<file path="config.mk">
export PLATFORM = sky130hd
export DESIGN_NAME = key_debounce_press_classifier
export DESIGN_NICKNAME = d
export VERILOG_FILES = /design/src/kdpc_pkg.sv /design/src/kdpc_lane.sv /design/src/kdpc_merge.sv /design/src/key_debounce_press_classifier.sv
export SDC_FILE = /design/constraint.sdc
export NUM_CORES = 1
export LEC_CHECK = 0
export ABC_CLOCK_PERIOD_IN_PS = 4080
export BUFFER_PORTS_ARGS = -buffer_cell sky130_fd_sc_hd__buf_2
export CAP_MARGIN = 20
export CORE_MARGIN = 3
export CORE_UTILIZATION = 60
export CTS_BUF_LIST = sky130_fd_sc_hd__clkbuf_8
export DETAILED_ROUTE_END_ITERATION = 8
export PLACE_DENSITY = 0.87
export SETUP_SLACK_MARGIN = 0.2
export SLEW_MARGIN = 20
export SYNTH_ARGS = -nofsm -noshare
export SYNTH_HDL_FRONTEND = slang
export SYNTH_SLANG_ARGS = --single-unit
</file>
<file path="constraint.sdc">
create_clock -name clk -period 4.08 [get_ports clk]
set_input_delay 0.204 -clock clk [delete_from_list [all_inputs] [get_ports clk]]
set_output_delay 0.204 -clock clk [all_outputs]
set_load 0.05 [all_outputs]
</file>
<file path="src/kdpc_pkg.sv">
// Shared types and constants for the key debounce and press classifier.
`default_nettype none
package kdpc_pkg;

  localparam int KEYS_DEF      = 8;
  localparam int TICK_BITS_DEF = 16;
  localparam int CFG_W         = 16;
  localparam int FIELD_W       = 8;
  localparam int CFG_IDX_W     = 2;

  localparam logic [CFG_IDX_W-1:0] REG_DEBOUNCE  = 2'd0;
  localparam logic [CFG_IDX_W-1:0] REG_MAX_SHORT = 2'd1;
  localparam logic [CFG_IDX_W-1:0] REG_MIN_LONG  = 2'd2;

  localparam logic [CFG_W-1:0] DEBOUNCE_RST  = 16'd2;
  localparam logic [CFG_W-1:0] MAX_SHORT_RST = 16'd50;
  localparam logic [CFG_W-1:0] MIN_LONG_RST  = 16'd100;

  typedef enum logic [3:0] {
    PH_IDLE  = 4'b0001,
    PH_FIRST = 4'b0010,
    PH_WAIT  = 4'b0100,
    PH_HELD  = 4'b1000
  } phase_t;

  typedef struct packed {
    logic short_ev;
    logic normal_ev;
    logic long_ev;
    logic held;
  } lane_res_t;

  typedef struct packed {
    logic [FIELD_W-1:0] short_events;
    logic [FIELD_W-1:0] normal_events;
    logic [FIELD_W-1:0] long_events;
    logic [FIELD_W-1:0] held_keys;
  } out_rec_t;

  typedef struct packed {
    logic [CFG_W-1:0] debounce_ticks;
    logic [CFG_W-1:0] max_short_ticks;
    logic [CFG_W-1:0] min_long_ticks;
  } cfg_t;

endpackage
`default_nettype wire

</file>
<file path="src/kdpc_lane.sv">
// One key lane: phase machine, debounce and hold counter, release classing.
`default_nettype none
module kdpc_lane #(
  parameter int TICK_BITS = kdpc_pkg::TICK_BITS_DEF
) (
  input  wire logic              clk,
  input  wire logic              rst,
  input  wire logic              step,
  input  wire logic              pressed,
  input  wire kdpc_pkg::cfg_t    cfg,
  output kdpc_pkg::lane_res_t    res
);
  import kdpc_pkg::*;

  localparam int CMP_W = (TICK_BITS > CFG_W) ? TICK_BITS : CFG_W;

  phase_t               phase;
  phase_t               phase_next;
  logic [TICK_BITS-1:0] ticks;
  logic [TICK_BITS-1:0] ticks_next;
  logic [CMP_W-1:0]     t_w;
  logic [CMP_W-1:0]     deb_w;
  logic [CMP_W-1:0]     short_w;
  logic [CMP_W-1:0]     long_w;
  logic                 full;

  assign t_w     = CMP_W'(ticks);
  assign deb_w   = CMP_W'(cfg.debounce_ticks);
  assign short_w = CMP_W'(cfg.max_short_ticks);
  assign long_w  = CMP_W'(cfg.min_long_ticks);
  assign full    = &ticks;

  always_comb begin
    phase_next    = phase;
    ticks_next    = ticks;
    res.short_ev  = 1'b0;
    res.normal_ev = 1'b0;
    res.long_ev   = 1'b0;
    unique case (phase)
      PH_IDLE: begin
        if (pressed) begin
          phase_next = PH_FIRST;
          ticks_next = '0;
        end
      end
      PH_FIRST: begin
        phase_next = pressed ? PH_WAIT : PH_IDLE;
      end
      PH_WAIT: begin
        if (t_w < deb_w && !full) begin
          ticks_next = ticks + 1'b1;
        end else begin
          phase_next = PH_HELD;
          ticks_next = '0;
        end
      end
      PH_HELD: begin
        if (pressed) begin
          if (!full) begin
            ticks_next = ticks + 1'b1;
          end
        end else begin
          priority if (t_w < short_w) begin
            res.short_ev = 1'b1;
          end else if (t_w > long_w) begin
            res.long_ev = 1'b1;
          end else begin
            res.normal_ev = 1'b1;
          end
          phase_next = PH_IDLE;
        end
      end
      default: begin
        phase_next = PH_IDLE;
        ticks_next = '0;
      end
    endcase
    res.held = (phase_next == PH_HELD);
  end

  always_ff @(posedge clk) begin
    if (rst) begin
      phase <= PH_IDLE;
      ticks <= '0;
    end else if (step) begin
      phase <= phase_next;
      ticks <= ticks_next;
    end
  end

endmodule
`default_nettype wire

</file>
<file path="src/kdpc_merge.sv">
// Merge of lane results into one output item, with a two-entry output queue.
`default_nettype none
module kdpc_merge #(
  parameter int NUM_KEYS = kdpc_pkg::KEYS_DEF
) (
  input  wire logic                               clk,
  input  wire logic                               rst,
  input  wire logic                               push,
  output logic                                    push_ready,
  input  wire kdpc_pkg::lane_res_t [NUM_KEYS-1:0] lane_res,
  output logic                                    pop_valid,
  input  wire logic                               pop_ready,
  output kdpc_pkg::out_rec_t                      rec
);
  import kdpc_pkg::*;

  out_rec_t   merged;
  out_rec_t   q [2];
  logic [1:0] count;
  logic [1:0] count_next;
  logic       pop;
  logic       wr_slot;

  always_comb begin
    merged = '0;
    for (int j = 0; j < FIELD_W; j++) begin
      if (j < NUM_KEYS) begin
        merged.short_events[j]  = lane_res[j].short_ev;
        merged.normal_events[j] = lane_res[j].normal_ev;
        merged.long_events[j]   = lane_res[j].long_ev;
        merged.held_keys[j]     = lane_res[j].held;
      end
    end
  end

  assign pop        = pop_valid && pop_ready;
  assign push_ready = (count != 2'd2);
  assign pop_valid  = (count != 2'd0);
  assign rec        = q[0];
  assign wr_slot    = (count - {1'b0, pop}) != 2'd0;
  assign count_next = count + {1'b0, push} - {1'b0, pop};

  always_ff @(posedge clk) begin
    if (rst) begin
      count <= 2'd0;
    end else begin
      count <= count_next;
    end
  end

  always_ff @(posedge clk) begin
    if (pop) begin
      q[0] <= (push && !wr_slot) ? merged : q[1];
    end else if (push && !wr_slot) begin
      q[0] <= merged;
    end
    if (push && wr_slot) begin
      q[1] <= merged;
    end
  end

endmodule
`default_nettype wire

</file>
<file path="src/key_debounce_press_classifier.sv">
// Top level: configuration registers, one lane per key, result merge.
// Each accepted item's result is written into the output queue.
// Throughput: one item per cycle while the output queue is not full; all key lanes update in the same cycle.
// A two-entry output queue keeps input accepted while a result waits.
// Reset (synchronous, rst high): all keys idle, counters zero, queue empty,
// registers back to debounce 2, short limit 50, long limit 100.
`default_nettype none
module key_debounce_press_classifier #(
  parameter int NUM_KEYS  = kdpc_pkg::KEYS_DEF,
  parameter int TICK_BITS = kdpc_pkg::TICK_BITS_DEF
) (
  input  wire logic                           clk,
  input  wire logic                           rst,
  input  wire logic                           in_valid,
  output logic                                in_ready,
  input  wire logic [kdpc_pkg::FIELD_W-1:0]   pressed_levels,
  output logic                                out_valid,
  input  wire logic                           out_ready,
  output logic [kdpc_pkg::FIELD_W-1:0]        short_events,
  output logic [kdpc_pkg::FIELD_W-1:0]        normal_events,
  output logic [kdpc_pkg::FIELD_W-1:0]        long_events,
  output logic [kdpc_pkg::FIELD_W-1:0]        held_keys,
  input  wire logic                           cfg_wr_en,
  input  wire logic [kdpc_pkg::CFG_IDX_W-1:0] cfg_index,
  input  wire logic [kdpc_pkg::CFG_W-1:0]     cfg_data
);
  import kdpc_pkg::*;

  cfg_t                       cfg;
  logic                       step;
  lane_res_t [NUM_KEYS-1:0]   lane_res;
  out_rec_t                   rec;

  assign step = in_valid && in_ready;

  always_ff @(posedge clk) begin
    if (rst) begin
      cfg.debounce_ticks  <= DEBOUNCE_RST;
      cfg.max_short_ticks <= MAX_SHORT_RST;
      cfg.min_long_ticks  <= MIN_LONG_RST;
    end else if (cfg_wr_en) begin
      unique case (cfg_index)
        REG_DEBOUNCE:  cfg.debounce_ticks  <= cfg_data;
        REG_MAX_SHORT: cfg.max_short_ticks <= cfg_data;
        REG_MIN_LONG:  cfg.min_long_ticks  <= cfg_data;
        default: ;
      endcase
    end
  end

  for (genvar i = 0; i < NUM_KEYS; i++) begin : g_lane
    logic lvl;
    if (i < FIELD_W) begin : g_pin
      assign lvl = pressed_levels[i];
    end else begin : g_nopin
      assign lvl = 1'b0;
    end
    kdpc_lane #(
      .TICK_BITS (TICK_BITS)
    ) u_lane (
      .clk     (clk),
      .rst     (rst),
      .step    (step),
      .pressed (lvl),
      .cfg     (cfg),
      .res     (lane_res[i])
    );
  end

  kdpc_merge #(
    .NUM_KEYS (NUM_KEYS)
  ) u_merge (
    .clk        (clk),
    .rst        (rst),
    .push       (step),
    .push_ready (in_ready),
    .lane_res   (lane_res),
    .pop_valid  (out_valid),
    .pop_ready  (out_ready),
    .rec        (rec)
  );

  assign short_events  = rec.short_events;
  assign normal_events = rec.normal_events;
  assign long_events   = rec.long_events;
  assign held_keys     = rec.held_keys;

endmodule
`default_nettype wire

</file>
==> impl_summary.log <==
INFO  metric hold_path_class = in -> reg
INFO  metric grt_pass1_wl = 99.35 mm
INFO  metric run_status = completed
INFO  metric max_cap_viol_count = 0
INFO  metric first_iter_violations = 2190
INFO  metric antenna_violations_before_repair = 0
INFO  metric finalNetCount = 2864
INFO  metric timing_worst_setup_path_type = reg -> reg
INFO  metric cts_made_buffers = 45
INFO  metric final_setup_viols = 0
INFO  metric area_growth = 8.071%
INFO  metric synthesis.nets = 2808
INFO  metric clock_period_minus_worst_slack = 3276 ps
INFO  metric post_cts_resized = 0
INFO  metric highest_ir_drop_seen_on_vdd = 0.5068 mV
INFO  metric endpoint_kind = register
INFO  metric largest_net_degree_at_the_start_of_global_routing = 92
INFO  metric yosys.cell_types.count = 81
INFO  metric worst_slew_slack_as_a_fraction_of_its_limit = 0.2310
INFO  metric post_synth_instance_area = 20760 µm²
INFO  metric initial_standard_cell_utilization_of_the_core = 0.6144
INFO  metric floorplan.die_area = 36860 µm²
INFO  metric ant_nets = 0
INFO  metric yosys_register_bits = 274
INFO  metric pin_count = 65
INFO  metric rsz0062_at_grt = false
INFO  metric dieWidth = 192 µm
INFO  metric avgSynthCellArea = 8.653 µm²
INFO  metric worst_skew_pair.late_latency = 620 ps
INFO  metric drt_wl_total = 63.99 mm
INFO  metric route.vias.total = 19610
INFO  metric core_area = 33780 µm²
INFO  metric cts.sinks = 274
INFO  metric number_of_global_route_vias_before_repair = 18790
INFO  metric viasPerCell = 6.678
INFO  metric synth_top_area_cell = ha_1
INFO  metric final_sum_of_negative_setup_slack = 0 ps
INFO  metric drcViolationCount = 0
INFO  metric placed_wire_length_estimate = 45.76 mm
INFO  metric cts-root-to-sink-buffers = 3
INFO  metric portBuffers = 64
INFO  metric detail_route.wl_per_cell = 21.79 µm
INFO  metric critical_path.startpoint_type = register
INFO  metric fp.dieH = 192 µm
INFO  metric timing.reg2reg.worst_path_depth = 9
INFO  metric gpl_wtd_cong = 0.9684
INFO  metric ys_seq_area_frac = 0.2951
INFO  metric hold_slack = 23.05 ps
INFO  metric synthCells = 2399
INFO  metric yosys_warnings = 0
INFO  metric clock_pin_transition_on_the_worst_setup_and_hold_timing_paths = 60 ps
INFO  metric post-synth-top-area-fraction = 0.2278
INFO  metric fp-row-count = 67
INFO  metric gr_util_all_layers = 0.3413
INFO  metric cellPowerDensity = 358.8 nW/µm²
INFO  metric share_of_final_layout_standard_cells_stronger_than_drive_strength_1 = 0.08203
INFO  metric fin_util = 0.6640
INFO  metric maxSlewViolCount = 0
INFO  metric achievable-frequency = 0.3053 GHz
INFO  metric final_design_area_no_fill = 22430 µm²
INFO  metric fin_skew = 49.03 ps
INFO  metric global_route.overflow_total = 0
INFO  metric htreeDepth = 2
INFO  metric synth_enable_flop_cells = 64
INFO  metric timing.critical_path.fanout_max = 8
INFO  metric detail_route.first_pass.iterations = 8
INFO  metric critPathArrivalTime = 3740 ps
INFO  metric reg2reg_slack = 800 ps
INFO  metric place_area = 21320 µm²
INFO  metric static-leakage-power = 9.389 nW
INFO  metric post-route-period-util = 0.8029
INFO  metric hold_viol_final = 0
INFO  metric synthArstFlopShare = 0
INFO  metric crit_required = 4550 ps
INFO  metric whs_path_depth = 2
INFO  metric ctsRootBufferMaster = clkbuf_8
INFO  metric synth_area_leaders = ha_1 (23%), dfxtp_1 (20%), edfxtp_1 (9.3%)
INFO  metric most_used_flip_flop_cell_after_synthesis = dfxtp_1
INFO  metric max_slew.worst_pin.slew = 1139 ps
INFO  metric tritoncts = done
## final cells by class
class                           instances  area (µm²)
Antenna cell                            1       2.502
Clock buffer                           49       674.4
Clock inverter                         30       203.9
Fill cell                            2703       11350
Inverter                               82       307.8
Multi-Input combinational cell       1942       13820
Sequential cell                       274        6126
Tap cell                              448       560.5
Timing Repair Buffer                  110       738.2
## power breakdown
part           switching, mW  total, mW  internal (mW)
Sequential             0.166       3.42           3.25
Clock                   1.16       2.40           1.24
Combinational           1.59       2.23          0.634
Total                   2.92       8.05           5.13
## flip-flops by register name (all words and copies together), names as in the netlist
register             flops
u_merge.count            2
u_merge.q               64
g_lane.u_lane.t_w      128
cfg                     48
g_lane.u_lane.phase     32
## what timing repair did
| item | in CTS | in global routing |
|---|---|---|
| setup buffers | 0 | 0 |
| hold buffers | 20 | 0 |
| endpoints found under the hold margin | 56 | 0 |
## stage by stage
| step | setup WS, ps | total power [mW] | cells |
|---|---|---|---|
| after CTS | 906.3 | 8.023 | 2934 |
| after detailed placement | 936.6 | 5.627 | 2835 |
| after global placement | 1083 | 5.550 | 2835 |
| final | 804.1 | 8.048 | 2936 |
| after global routing | 617.5 | 8.382 | 2935 |
| after floorplan | 578.6 | 5.245 | 2399 |
## synth_stat cells (5+ instances only)
cell type,number
o21a_1,12
clkbuf_1,49
o211ai_1,28
a31oi_1,17
or2_2,5
a21boi_0,6
xor2_1,74
and3b_1,6
o31ai_1,7
o21bai_1,6
or3_1,13
nor4_1,18
dfxtp_1,210
buf_2,12
buf_1,6
nand4_1,86
nor2b_1,22
a211oi_1,27
a21oi_1,213
edfxtp_1,64
o21ai_0,106
a21o_1,30
nand3b_1,9
nor4b_1,8
a41oi_1,7
and4_1,36
nor3b_1,18
nand2b_1,40
mux2_2,26
a211o_1,7
ha_1,378
nor3_1,94
or4_1,5
xnor2_1,36
buf_4,33
o31a_1,5
and2_1,10
a2111oi_0,6
and3_1,31
nand3_1,67
nand2_1,244
inv_1,81
nor2_1,180
## critical path, cell delays in order (launching register included)
cell,delay (ps)
dfxtp_1,310
inv_1,520
ha_1,370
a21oi_1,130
nor2_1,70
a211oi_1,330
o21ai_0,130
a31oi_1,640
nor3b_1,400
mux2_2,220
## logic make-up (layout without fill, tap and decap cells)
family / Yosys count / count (layout) / share of synthesized area
flops: 274 / 274 / 0.2951
simple gates: 904 / 904 / 0.2210
mux: 26 / 26 / 0.01410
other cells: 0 / 1 / 0
buf+inv: 183 / 271 / 0.04014
fa+ha+maj: 378 / 378 / 0.2278
xor+xnor: 110 / 110 / 0.04641
compound gates: 524 / 524 / 0.1553
## layout by cell type, fill, tap and decap left out, drive strengths merged, types with 18 or more instances in the layout
master | synthesis | final
a211oi | 28 | 28
a21o | 31 | 31
a21oi | 214 | 214
and3 | 31 | 31
and4 | 36 | 36
buf | 52 | 90
clkbuf | 49 | 49
dfxtp | 210 | 210
dlygate4sd3 | 0 | 20
edfxtp | 64 | 64
ha | 378 | 378
inv | 81 | 98
mux2 | 26 | 26
nand2 | 244 | 244
nand2b | 40 | 40
nand3 | 67 | 67
nand4 | 86 | 86
nor2 | 180 | 180
nor2b | 22 | 22
nor3 | 94 | 94
nor3b | 18 | 18
nor4 | 18 | 18
o211ai | 28 | 28
o21ai | 109 | 109
xnor2 | 36 | 36
xor2 | 74 | 74
## final timing paths
path | startpoint | end
max | cfg[25] | u_merge.q[0][31]
min reg2reg | cfg[42] | cfg[42]
max reg2reg | cfg[25] | u_merge.q[0][31]
min | pressed_levels[4] | u_merge.q[0][60]
## per-layer routing
metal  up-vias  global-route usage  part of all wire
met2      1204              0.5220              0.42
li1       8963                   -                 -
met1      9129              0.4497              0.40
met4         0              0.1844             0.058
met3       312             0.07410              0.12
met5         -                   0                 0
Power figures use the tool's default switching activity.
